**src/hdl/dcls_ram.sv**
```systemverilog
// Generic single write port, single read port RAM with registered read data.
// Depends on nothing.
module dcls_ram #(
    parameter int WIDTH = 16,
    parameter int DEPTH = 40
) (
    input  logic                     clk,
    input  logic                     we,
    input  logic [$clog2(DEPTH)-1:0] waddr,
    input  logic [WIDTH-1:0]         wdata,
    input  logic [$clog2(DEPTH)-1:0] raddr,
    output logic [WIDTH-1:0]         rdata
);

    logic [WIDTH-1:0] mem [DEPTH];

    always_ff @(posedge clk)
    begin
        if (we)
        begin
            mem[waddr] <= wdata;
        end
        rdata <= mem[raddr];
    end

endmodule

```
**config.mk**
```make
export PLATFORM = sky130hd
export DESIGN_NAME = dcls_ram
export DESIGN_NICKNAME = d
export VERILOG_FILES = /design/src/hdl/dcls_ram.sv
export SDC_FILE = /design/constraint.sdc
export NUM_CORES = 1
export LEC_CHECK = 0
export ABC_AREA = 1
export CORE_UTILIZATION = 45
export CTS_BUF_LIST = sky130_fd_sc_hd__clkbuf_16
export CTS_CLUSTER_SIZE = 16
export DETAILED_ROUTE_END_ITERATION = 10
export DONT_BUFFER_PORTS = 1
export PLACE_DENSITY = 0.65
export SYNTH_ARGS = -nofsm -noshare
export SYNTH_HDL_FRONTEND = slang
export SYNTH_SLANG_ARGS = --single-unit
```
**constraint.sdc**
```tcl
create_clock -name clk -period 3.05 [get_ports clk]
set_input_delay 0.1525 -clock clk [delete_from_list [all_inputs] [get_ports clk]]
set_output_delay 0.1525 -clock clk [all_outputs]
set_load 0.005 [all_outputs]
```
== After elaboration in Yosys (flattened, before gate mapping) ==
Memory sizes are Yosys's and may differ from the RTL's. A register that Yosys moved wholly into a read port is not among the register bits.
Index checks and enable logic that the tools add are counted.
Cells by class
  multiplexer cells: 2
Operators with widths (number)
  1-bit 2-to-1 mux: 2
Storage, ports and cells
  memory bits (writable): 640
  logic and storage cells: 3
  memories: 1
  output and inout port bits: 16
  register bits after elaboration: 0
  input port bits: 30
Memories
  mem: words 40, width 16, read ports 1, clocked after Yosys merged registers in 1, wr ports 1, line 15  | logic [WIDTH-1:0] mem [DEPTH];

== Longest topological paths before layout ==
Gate-level depths: netlist of run 1.
  word-level depth: 2
  gate-level depth with buffers: 12
  mapped depth without buffers: 9

== Least setup slack after synthesis of run 1 ==
No wires, ideal clock.
  kind: input-to-reg
  start: input port we
  end: memory mem[18][0], enable pin
  arrival time: 2304 ps
  path buffers: 1
  cell stages on the path: 3
  path slack: 316 ps
  cells stage by stage: clkbuf_1 > nand4_1 > nor4_1
Between the ends
  cells in the longest elaborated chain, start to end: 2
RTL lines
  start, declared: line 8  | input logic we,
  1-bit 2-to-1 mux: line 19  | if (we)
  1-bit 2-to-1 mux (implied by the code): line 21  | mem[waddr] <= wdata;
  end, declared: line 15
Every way passes these cells.

==> out/metrics.sh, run 1 <==
REGISTER_BIT_TOTAL_FROM_SYNTHESIS=656
RUN_STATUS='finished with violations'
FINAL.SETUP_SKEW_PS=25.3
SYNTHESIS.INSTANCES=2130
YOSYS.AREA.TOP_TYPE_SHARE_PCT=73.5
TOTAL_POWER_W=0.0190
DIE_X_UM=243
FF2FF_PATH_DEPTH=11
SYN_AVG_CELL_AREA_UM2=12.3
TOP_LEVEL_PORTS=46
YS_DOMINANT_REG_CELL='sky130_fd_sc_hd__edfxtp_1'
VDD_IR_DROP_MAX_uV=594
WORST_SETUP_PATH_END_KIND='register'
TIMING.MAX_CAP.VIOLATIONS=0
GRT_SETUP_UNREPAIRED='no'
VIA_COUNT_OF_THE_FIRST_GLOBAL_ROUTING_PASS=16400
SYNTH_WARNINGS=0
FIN_CRIT_PS=3090
SEQ_AREA_FRAC_SYNTH_PCT=74.7
REQUIRED_PS=3540
DIEHEIGHT_UM=243
POWER.DENSITY_nW_PER_UM2=638
AREA.GROWTH.SYNTH_TO_FINAL_PCT=14.0
GP_ROUTABILITY_CONGESTION=0.867
CELL_WITH_THE_MOST_INSTANCES_AFTER_SYNTHESIS='sky130_fd_sc_hd__nand2_1'
FIN_WS_PS=-36.2
POWER_FRAC_CLOCK_PCT=42.1
CRITICAL_PATH_ARRIVAL_PS=3580
NUM-NETS-FINAL=2212
POST_SYNTH_MOST_FREQUENT_CELLS='658 x sky130_fd_sc_hd__nand2_1, 640 x sky130_fd_sc_hd__edfxtp_1, 436 x sky130_fd_sc_hd__nand3_1, 96 x sky130_fd_sc_hd__nor2_1, 62 x sky130_fd_sc_hd__o21ai_0'
CLKTRANSATPATHREGS_PS=60
TRITONCTS='done'
SYNTH_TOP_CELL_BY_AREA='sky130_fd_sc_hd__edfxtp_1'
DRIVE_ABOVE_1_SHARE_PCT=8.05
SYNTH_CELL_TYPE_COUNT=22
PIN_COUNT_OF_THE_BIGGEST_NET_ENTERING_GLOBAL_ROUTING=316
WL_UM=68900
DETAILEDROUTE.FIRSTITERATIONVIOLATIONS=2131
FMAX_MHz=324
DRT_FIRST_PASS_ITERS=6
DIE-AREA_UM2=59100
HOLD_DEPTH=4
SLEW_HEADROOM_PCT=21.9
START_UTIL_PCT=45.9
GRT.OVERFLOW.TOTAL=0
TIGHTEST_SLEW_PS=1170
MULTI_INPUT_COMB_AREA_UM2=5840
NFILLCELLS=4655
CORE_AREA_UM2=56900
MAPPEDNETLISTNETS=2160
SYNTH_ASYNC_SR_FLOP_SHARE_PCT=0
DRT_DRC_VIOLATIONS_LEFT=0
CLOCK_INSERTION_DELAY_WORST_SKEW_PS=610
COUNT_OF_VIAS_PLACED_BY_THE_DETAILED_ROUTER=17000
FINAL-SEQ-AREA_UM2=19500
GRT_FIRST_PASS_WIRELENGTH_UM=103000
SWITCHING_SHARE_PCT=21.8
POWER.NET_SWITCHING_W=0.00415
POST-ROUTE-PERIOD-UTIL_PCT=101
TRACK_USAGE_PCT=23.4
TOTALNEGATIVESETUPSLACK_PS=-36.2
GRT_ANTENNA_BEFORE_REPAIR=3
DRT.ANTENNA.VIOLATING_NETS=0
HTREE_NUM_LEVELS=3
VIA_DENSITY_PER_INSTANCE=5.68
SHARE_SEQ_OF_TOTAL_POWER_PCT=52.6
FAILED_CHECKS='negative setup slack'
SYNTHTOPCELLSBYAREA='sky130_fd_sc_hd__edfxtp_1 74%, sky130_fd_sc_hd__nand2_1 9.4%, sky130_fd_sc_hd__nand3_1 8.3%'
FLOORPLAN.ROWS=87
DETAILEDPLACEMENTHPWL_UM=35200
PORT_BUFFERS=0
CRIT_FANOUT=315
LKG_PWR_nW=10.5
CLOCK_TREE.ROOT_CELL='sky130_fd_sc_hd__clkbuf_16'
CTS_BUFFERS=68
CLOCK_TREE.BUFFER_DEPTH=3
TIMING_MAX_TRANSITION_VIOLATIONS_FINAL=0
MIN-DELAY-PATH-CLASS='input pin to register'
CRITICAL_PATH_CLASS='input pin to register'
TIMING_HOLD_VIOLATIONS_FINAL=0
POWER.SHARE.COMBINATIONAL_PCT=5.3
STARTPOINT_TYPE='input pin'
CLOCK_SINKS=656
SYNTH-EDFF-COUNT=640
POST-ROUTE-UTIL_PCT=52.4
POST_CTS.REPAIR.SETUP_BUFFERS=0
SYN_AREA_UM2=26100
FINALSETUPVIOLATIONS=1
POST_DRT_WL_PER_CELL_UM=23.0
CELL_INT_POWER_W=0.0149
[power by group through the flow]
stage | clock (W) | combinational [W] | sequential, W
finish | 0.00800 | 0.00101 | 0.0100
floorplan | 0 | 0.000624 | 0.0102
global route | 0.00843 | 0.00110 | 0.0100
global placement | 0 | 0.000706 | 0.0102
CTS | 0.00807 | 0.00100 | 0.0100
detailed placement | 0 | 0.000715 | 0.0102
[logic make-up (layout without fill, tap and decap cells)]
kind of cell | count (synthesis) | count (layout) | share of synthesized area (%)
DFF | 656 | 656 | 74.7
and+or+nand+nor | 1207 | 1207 | 19.6
buffers and inverters | 155 | 260 | 3.10
AOI/OAI and AO/OA | 112 | 112 | 2.60
other | 0 | 2 | 0
[repair_timing]
action	CTS	global route
setup endpoints to repair	0	1
gates resized for setup	0	1
hold endpoints to repair	736	1
hold buffers	56	1
[cell usage in the layout, fill, tap and decap left out, types with 20 or more instances in the layout]
cell type / count
sky130_fd_sc_hd__clkinv_1: 21
sky130_fd_sc_hd__buf_4: 61
sky130_fd_sc_hd__nand3_1: 436
sky130_fd_sc_hd__edfxtp_1: 640
sky130_fd_sc_hd__clkbuf_16: 70
sky130_fd_sc_hd__nor2_1: 96
sky130_fd_sc_hd__inv_1: 26
sky130_fd_sc_hd__dlygate4sd3_1: 41
sky130_fd_sc_hd__o21ai_0: 62
sky130_fd_sc_hd__buf_12: 20
sky130_fd_sc_hd__nand2_1: 658
[final timing paths]
kind	start	endpoint	slack, ps
max reg2reg	mem[27][10]$_DFFE_PP_	rdata[10]$_DFF_P_	170
min	raddr[0]	rdata[7]$_DFF_P_	6
max	raddr[0]	rdata[10]$_DFF_P_	-40
min reg2reg	mem[36][12]$_DFFE_PP_	rdata[12]$_DFF_P_	670
[state kept, by name (all words and copies together) (netlist names)]
| register | count |
|---|---|
| mem | 640 |
| rdata | 16 |
[final cells by class]
| type | instances | area share [%] |
|---|---|---|
| Antenna cell | 2 | 0.0168 |
| Clock buffer | 70 | 5.88 |
| Clock inverter | 53 | 1.31 |
| Inverter | 15 | 0.239 |
| Multi-Input combinational cell | 1319 | 19.6 |
| Sequential cell | 656 | 65.5 |
| Tap cell | 756 | 3.17 |
| Timing Repair Buffer | 122 | 4.26 |
[critical path, stage by stage]
cell                            delay, ps
sky130_fd_sc_hd__clkinv_8             320
sky130_fd_sc_hd__buf_12               370
sky130_fd_sc_hd__nand2_1              100
sky130_fd_sc_hd__nand3_1               80
sky130_fd_sc_hd__nand3_1              100
sky130_fd_sc_hd__nand2_1               90
sky130_fd_sc_hd__nand2_1               70
sky130_fd_sc_hd__nand3_1               80
sky130_fd_sc_hd__dlygate4sd3_1        610
sky130_fd_sc_hd__nand3_1               90
sky130_fd_sc_hd__dlygate4sd3_1        570
sky130_fd_sc_hd__nand2_1               50
sky130_fd_sc_hd__dlygate4sd3_1        550
[routing by layer]
metal	wire, um	GRT usage, %	up-vias
li1	-	-	7726
met1	28500	32.0	8385
met2	32200	37.2	757
met5	10	0	-
met3	6030	4.95	132
met4	2070	7.70	2
[through the flow]
step / instance area (um2) / setup slack (ps) / std cells / hold WS [ps]
after floorplan: 26100 / 316 / 2130 / 251
after global placement: 26900 / 1010 / 2811 / 254
after detailed placement: 26900 / 980 / 2811 / 254
after CTS: 29800 / 205 / 2990 / 4.97
after global routing: 29800 / 63.1 / 2991 / 8.78
final: 29800 / -36.2 / 2993 / 6.14
(Power assumes the default switching activity.)
==> run 2, diff against run 1 <==
- ABC_AREA: 1 -> 0
- REMOVE_ABC_BUFFERS: default -> 1
==> out/metrics.sh, run 2 <==
RUN_STATUS='finished with violations'
FAILED_CHECKS='max-slew violations'
GRT.OVERFLOW.TOTAL=0  # unchanged
DRT.ANTENNA.VIOLATING_NETS=0  # unchanged
CELL_OCCURRING_MOST_OFTEN_ALONG_THE_WORST_TIMING_PATH='sky130_fd_sc_hd__dlygate4sd3_1'
YOSYS.AREA.TOP_TYPE_SHARE_PCT=75.0  # +1.5 points
PORT_BUFFERS=0  # unchanged
TRITONCTS='done'
PIN_COUNT_OF_THE_BIGGEST_NET_ENTERING_GLOBAL_ROUTING=289  # -8.5%
MIN-DELAY-PATH-CLASS='input pin to register'
CRITICAL_PATH_ARRIVAL_PS=3280  # -300 ps
CP_SLOWEST_STAGE_DELAY_PS=910  # +300 ps
WORST_SETUP_PATH_END_KIND='register'
TOTAL_POWER_W=0.0185  # -3.0%
HOLD_DEPTH=2  # -2
DIEHEIGHT_UM=241  # -0.97%
VDD_IR_DROP_MAX_uV=455  # -23%
REGISTER_BIT_TOTAL_FROM_SYNTHESIS=656  # unchanged
FINAL-SEQ-AREA_UM2=19500  # unchanged
FMAX_MHz=361  # +11%
PLACED_CELL_AREA_UM2=26500  # -1.5%
CAPTURE_INSTANCE_OF_THE_WORST_REGISTER_TO_REGISTER_PATH='rdata[9]$_DFF_P_'
POST_DRT_WL_PER_CELL_UM=26.9  # +17%
DRIVE_ABOVE_1_SHARE_PCT=17.9  # +9.9 points
GRT_ANTENNA_BEFORE_REPAIR=1  # -2
SLEW_HEADROOM_PCT=-30.8  # -53 points
CLOCK_TREE.ROOT_CELL='sky130_fd_sc_hd__clkbuf_16'
VIA_COUNT_OF_THE_FIRST_GLOBAL_ROUTING_PASS=12500  # -23%
CORE_AREA_UM2=56400  # -0.96%
POWER.SHARE.COMBINATIONAL_PCT=4.9  # -0.4 points
POWER_FRAC_CLOCK_PCT=40.8  # -1.3 points
POWER.NET_SWITCHING_W=0.00379  # -8.7%
TRACK_USAGE_PCT=21.0  # -2.4 points
CRIT_FANOUT=288  # -8.6%
LARGEST_REGISTER_FF_COUNT=640  # unchanged
CELL_WITH_THE_MOST_INSTANCES_AFTER_SYNTHESIS='sky130_fd_sc_hd__edfxtp_1'
SYN_AVG_CELL_AREA_UM2=19.4  # +58%
CLOCK_TREE.BUFFER_DEPTH=3  # unchanged
TOP_LEVEL_PORTS=46  # unchanged
SWITCHING_SHARE_PCT=20.5  # -1.3 points
WL_UM=59600  # -13%
CTS_BUFFERS=61  # -10%
SYNTHTOPCELLSBYAREA='sky130_fd_sc_hd__edfxtp_1 75%, sky130_fd_sc_hd__mux2i_1 10%, sky130_fd_sc_hd__mux4_2 2.8%'
LKG_PWR_nW=9.91  # -5.7%
DIE-AREA_UM2=57900  # -1.9%
CLOCK_SINKS=656  # unchanged
CRITICAL_PATH_CLASS='input pin to register'
WORST_HOLD_START='waddr[4]'
SYNTH_TOP_CELL_BY_AREA='sky130_fd_sc_hd__edfxtp_1'
SYNTH-EDFF-COUNT=640  # unchanged
POST_SYNTH_MOST_FREQUENT_CELLS='640 x sky130_fd_sc_hd__edfxtp_1, 256 x sky130_fd_sc_hd__mux2i_1, 64 x sky130_fd_sc_hd__a22oi_1, 40 x sky130_fd_sc_hd__nor2_1'
REQUIRED_PS=3560  # +20 ps
TIMING.MAX_CAP.VIOLATIONS=0  # unchanged
CRIT-REG2REG-LAUNCH='mem[39][9]$_DFFE_PP_'
SYNTH_CELL_TYPE_COUNT=32  # +45%
DETAILEDPLACEMENTHPWL_UM=34000  # -3.3%
MOST_COMMON_CELL_AFTER_LAYOUT_FILL_AND_TAPS_ASIDE='sky130_fd_sc_hd__edfxtp_1'
TIMING_HOLD_VIOLATIONS_FINAL=0  # unchanged
VIA_DENSITY_PER_INSTANCE=5.74  # +1.0%
SYNTH_WARNINGS=0  # unchanged
TOTALNEGATIVESETUPSLACK_PS=0  # +36.2 ps
SYN_AREA_UM2=25600  # -1.9%
DRT_DRC_VIOLATIONS_LEFT=0  # unchanged
LARGEST_REGISTERS_IN_THE_FINAL_LAYOUT='mem x640, rdata x16'
FIN_CRIT_PS=2770  # -318 ps
SHARE_SEQ_OF_TOTAL_POWER_PCT=54.3  # +1.7 points
CLKTRANSATPATHREGS_PS=60  # about the same
FINAL.SETUP_SKEW_PS=23.1  # -2.27 ps
FF2FF_PATH_DEPTH=6  # -5
DIE_X_UM=241  # -0.97%
MULTI_INPUT_COMB_AREA_UM2=5580  # -4.5%
GRT_SETUP_UNREPAIRED='no'
YS_DOMINANT_REG_CELL='sky130_fd_sc_hd__edfxtp_1'
R2R_SETUP_SLACK_PS=510  # +340 ps
GRT_FIRST_PASS_WIRELENGTH_UM=86700  # -16%
NUM-NETS-FINAL=1433  # -35%
TOP_REGISTER='mem'
DRT_FIRST_PASS_ITERS=5  # -1
SYNTHESIS.INSTANCES=1318  # -38%
TIMING.CRITICAL_PATH.CELLS='mux4_2 -> mux2_2 -> dlygate4sd3_1 -> nand2_1 -> dlygate4sd3_1 -> o41ai_2'
STARTPOINT_TYPE='input pin'
POSTLAYOUTCELLAREA_UM2=29100  # -2.2%
FINALSETUPVIOLATIONS=0  # -1
GP_ROUTABILITY_CONGESTION=0.874  # +0.89%
COUNT_OF_VIAS_PLACED_BY_THE_DETAILED_ROUTER=12700  # -25%
AREA.GROWTH.SYNTH_TO_FINAL_PCT=13.7
MIN_TO='mem[9][1]$_DFFE_PP_'
POST_CTS.REPAIR.SETUP_BUFFERS=0  # unchanged
DETAILEDROUTE.FIRSTITERATIONVIOLATIONS=1171  # -45%
SYNTH_ASYNC_SR_FLOP_SHARE_PCT=0  # unchanged
TIMING_MAX_TRANSITION_VIOLATIONS_FINAL=157  # +157
CELL_INT_POWER_W=0.0147  # -1.4%
SEQ_AREA_FRAC_SYNTH_PCT=76.2  # +1.5 points
START_UTIL_PCT=45.5  # -0.46 points
TIGHTEST_SLEW_PS=1960  # +795 ps
CPMAXSTAGEDELAYCELL='sky130_fd_sc_hd__mux4_2'
POWER.DENSITY_nW_PER_UM2=633  # -0.76%
NFILLCELLS=4506  # -3.2%
CLOCK_INSERTION_DELAY_WORST_SKEW_PS=640  # +30 ps
LAYOUT_COMMON_CELLS='640 x sky130_fd_sc_hd__edfxtp_1, 256 x sky130_fd_sc_hd__mux2i_1, 64 x sky130_fd_sc_hd__a22oi_1'
HTREE_NUM_LEVELS=2  # -1
POST-ROUTE-PERIOD-UTIL_PCT=90.8  # -10 points
FLOORPLAN.ROWS=87  # unchanged
[run 2: worst max-delay path by stage]
stage	slack, ps	startpoint	cells past startpoint	end
global placement	790	raddr[2]	6	rdata[2]$_DFF_P_
CTS	540	mem[39][9]$_DFFE_PP_	6	rdata[9]$_DFF_P_
global route	450	mem[39][9]$_DFFE_PP_	6	rdata[9]$_DFF_P_
finish	280	raddr[0]	6	rdata[9]$_DFF_P_
floorplan	-390	raddr[2]	5	rdata[14]$_DFF_P_
detailed placement	790	raddr[2]	6	rdata[2]$_DFF_P_
[run 2: per-layer routing]
layer | vias up | routed length (um) | track usage, %
li1 | 5575 | - | -
met1 | 6592 | 25500 | 30.3
met2 | 461 | 28000 | 32.3
met3 | 80 | 4600 | 3.83
met4 | 0 | 1520 | 6.72
met5 | - | 0 | 0
[run 2: cells by family after synthesis]
kind of cell	share of synthesized area [%]
AOI/OAI and AO/OA	6.51
muxes	13.5
DFF	76.2
buffers and inverters	2.26
and+or+nand+nor	1.51
[run 2: timing repair]
item | 4_1_cts | 5_1_grt
hold endpoints to repair | 688 | 0
resized for setup | 0 | 0
hold buffers | 44 | 0
[run 2: cell type report]
cell class	instances	area share, %
flip-flops and latches	656	67.0
multi-input cells	583	19.1
clock buffers	61	5.24
repair buffers	101	3.69
well taps	756	3.25
clock inverters	55	1.62
diodes	2	0.0172
[run 2: through the flow]
step	cells	setup WS, ps	utilization (%)	hold slack [ps]
final	2214	282	51.7	35.0
after global routing	2213	448	51.7	42.7
after CTS	2212	544	51.7	1.50
after detailed placement	2052	785	47.0	255
after global placement	2052	792	47.0	255
after floorplan	1239	-391	-	251
[run 2: power by group through the flow]
| stage | combinational, W | sequential, W | clock (W) |
|---|---|---|---|
| after detailed placement | 0.000620 | 0.0102 | 0 |
| after global placement | 0.000615 | 0.0102 | 0 |
| after floorplan | 0.000424 | 0.0102 | 0 |
| after global routing | 0.000927 | 0.0100 | 0.00797 |
| after CTS | 0.000880 | 0.0100 | 0.00766 |
| final | 0.000902 | 0.0100 | 0.00754 |
[run 2: critical path: cells and delay by family]
family / cells / cell delay (ps)
AO/OA/AOI/OAI: 1 / 60
buffers and inverters: 2 / 1160
multiplexers: 2 / 1220
AND/OR/NAND/NOR: 1 / 80
==> run 3, diff against run 2 <==
- CORE_UTILIZATION: 45 -> 50
- PLACE_DENSITY: 0.65 -> 0.7
- clock period: 3.05 -> 2.95 ns (I/O delays scaled with it)
==> out/metrics.sh, run 3 (synthesis gave the netlist of run 2 again) <==
DETAILEDROUTE.FIRSTITERATIONVIOLATIONS=1319  # +13%
WL_UM=57000  # -4.4%
DRT_FIRST_PASS_ITERS=5  # unchanged
TIMING.MAX_CAP.VIOLATIONS=0  # unchanged
LARGEST_REGISTERS_IN_THE_FINAL_LAYOUT='mem x640, rdata x16'
POST_DRT_WL_PER_CELL_UM=26.9  # -0.25%
TOP_REGISTER='mem'
LARGEST_REGISTER_FF_COUNT=640  # unchanged
FINAL.SETUP_SKEW_PS=19.5  # -3.58 ps
FMAX_MHz=396
TRITONCTS='done'
TIMING.CRITICAL_PATH.CELLS='mux2i_1 -> a22o_1 -> a221oi_1 -> o22ai_1 -> o41ai_2 -> dlygate4sd3_1'
DRT_DRC_VIOLATIONS_LEFT=0  # unchanged
START_UTIL_PCT=50.9  # +5.4 points
FLOORPLAN.ROWS=82  # -5.7%
DIE_X_UM=228  # -5.1%
DRT.ANTENNA.VIOLATING_NETS=0  # unchanged
AREA.GROWTH.SYNTH_TO_FINAL_PCT=13.0
DRIVE_ABOVE_1_SHARE_PCT=17.9  # -0.051 points
CRITICAL_PATH_CLASS='input pin to register'
DIE-AREA_UM2=52200  # -9.9%
CTS_RESIZED=0  # unchanged
CLOCK_TREE.ROOT_CELL='sky130_fd_sc_hd__clkbuf_16'
HTREE_NUM_LEVELS=3  # +1
NFILLCELLS=3665  # -19%
CPMAXSTAGEDELAYCELL='sky130_fd_sc_hd__dlygate4sd3_1'
SLEW_HEADROOM_PCT=14.8  # +46 points
GP_ROUTABILITY_CONGESTION=0.824  # -5.8%
CLOCK_TREE.BUFFER_DEPTH=3  # unchanged
MULTI_INPUT_COMB_AREA_UM2=5600  # +0.31%
GRT_ANTENNA_BEFORE_REPAIR=0  # -1
GRT_FIRST_PASS_WIRELENGTH_UM=84600  # -2.4%
LKG_PWR_nW=9.87  # -0.42%
CTS_BUFFERS=66  # +8.2%
FIN_CRIT_PS=2530
COUNT_OF_VIAS_PLACED_BY_THE_DETAILED_ROUTER=12700  # +0.20%
STARTPOINT_TYPE='input pin'
WORST-PATH-BUF-INV=1  # -1
CRITICAL_PATH_ARRIVAL_PS=3050  # -230 ps
FINALSETUPVIOLATIONS=0  # unchanged
POST-ROUTE-PERIOD-UTIL_PCT=85.7
PORT_BUFFERS=0  # unchanged
DIEHEIGHT_UM=228  # -5.1%
TRACK_USAGE_PCT=22.2  # +1.2 points
TIMING_MAX_TRANSITION_VIOLATIONS_FINAL=0  # -100%
TIGHTEST_SLEW_PS=1280  # -684 ps
DETAILEDPLACEMENTHPWL_UM=31800  # -6.5%
GRT.OVERFLOW.TOTAL=0  # unchanged
POWER.DENSITY_nW_PER_UM2=654  # +3.3%
RUN_STATUS='complete, no violations'
GRT_SETUP_UNREPAIRED='no'
CLOCK_SINKS=656  # unchanged
PATH_DELAY_FAMILY='compound AO/OA/AOI/OAI gates'
CLKTRANSATPATHREGS_PS=60  # about the same
VIA_DENSITY_PER_INSTANCE=6.00  # +4.6%
MIN-DELAY-PATH-CLASS='input pin to register'
TOP_LEVEL_PORTS=46  # unchanged
INSERTEDDIODECOUNT=0  # -2
WORST_SETUP_PATH_END_KIND='register'
LAYOUT_COMMON_CELLS='640 x sky130_fd_sc_hd__edfxtp_1, 256 x sky130_fd_sc_hd__mux2i_1, 71 x sky130_fd_sc_hd__clkbuf_16'
POST_CTS.REPAIR.SETUP_BUFFERS=0  # unchanged
VDD_IR_DROP_MAX_uV=470  # +3.3%
FINAL-SEQ-AREA_UM2=19500  # unchanged
CRIT_FANOUT=288  # unchanged
TOTALNEGATIVESETUPSLACK_PS=0  # unchanged
CLOCK_INSERTION_DELAY_WORST_SKEW_PS=580  # -60 ps
REQUIRED_PS=3470  # -90 ps
MOST_COMMON_CELL_AFTER_LAYOUT_FILL_AND_TAPS_ASIDE='sky130_fd_sc_hd__edfxtp_1'
PIN_COUNT_OF_THE_BIGGEST_NET_ENTERING_GLOBAL_ROUTING=289  # unchanged
TIMING_HOLD_VIOLATIONS_FINAL=0  # unchanged
TIMING.HOLD.WS_PS=27.0  # -7.91 ps
CP_SLOWEST_STAGE_DELAY_PS=570  # -340 ps
CORE_AREA_UM2=50400  # -11%
NUM-NETS-FINAL=1430  # -0.21%
VIA_COUNT_OF_THE_FIRST_GLOBAL_ROUTING_PASS=12700  # +1.0%
==> run 3: what timing repair did <==
item	CTS	global route
endpoints found under the setup margin	0	0
endpoints found under the hold margin	686	0
hold buffers	40	0
==> run 3: layout make-up <==
cell class,instances,area share (%)
sequential,656,67.5
multi-input combinational,583,19.3
timing repair buffer,93,3.43
clock buffer,71,6.13
clock inverter,46,0.756
tap,672,2.90
==> run 3: per-stage QoR <==
stage               cells  utilization, %  setup WS, ps  total power, W  instance area (um2)
floorplan            1239               -          -486          0.0110                25100
global placement     1964            52.4           581          0.0112                26400
detailed placement   1964            52.4           635          0.0112                26400
CTS                  2121            57.5           542          0.0190                29000
global route         2121            57.5           403          0.0194                29000
finish               2121            57.5           423          0.0190                29000
==> run 3: final timing paths <==
check / from / to / slack [ps] / depth (start not counted)
min reg2reg: mem[23][6]$_DFFE_PP_ / rdata[6]$_DFF_P_ / 850 / 4
max: raddr[0] / rdata[14]$_DFF_P_ / 420 / 6
max reg2reg: mem[9][14]$_DFFE_PP_ / rdata[14]$_DFF_P_ / 480 / 6
min: raddr[2] / rdata[0]$_DFF_P_ / 30 / 3
==> run 3: metal layers <==
layer  vias to the layer above  global-route usage (%)  share of wire, %
li1                       5557                       -                 -
met1                      6568                    31.5                43
met2                       527                    34.2                47
met3                        82                    4.44               7.2
met4                         0                    8.24               2.9
met5                         -                       0                 0
==> run 3: power breakdown <==
group          internal, W  leakage (nW)  switching (W)
registers           0.0103          5.89      0.0000440
clock network      0.00440          1.04        0.00330
logic             0.000382          2.94       0.000516
==> run 3: worst reg2reg max path, cell delays in order, from the launching register on <==
cell and delay (ps):
sky130_fd_sc_hd__edfxtp_1 340, sky130_fd_sc_hd__mux2i_1 90, sky130_fd_sc_hd__a22o_1 290, sky130_fd_sc_hd__a221oi_1 420, sky130_fd_sc_hd__o22ai_1 300, sky130_fd_sc_hd__o41ai_2 380
sky130_fd_sc_hd__dlygate4sd3_1 570
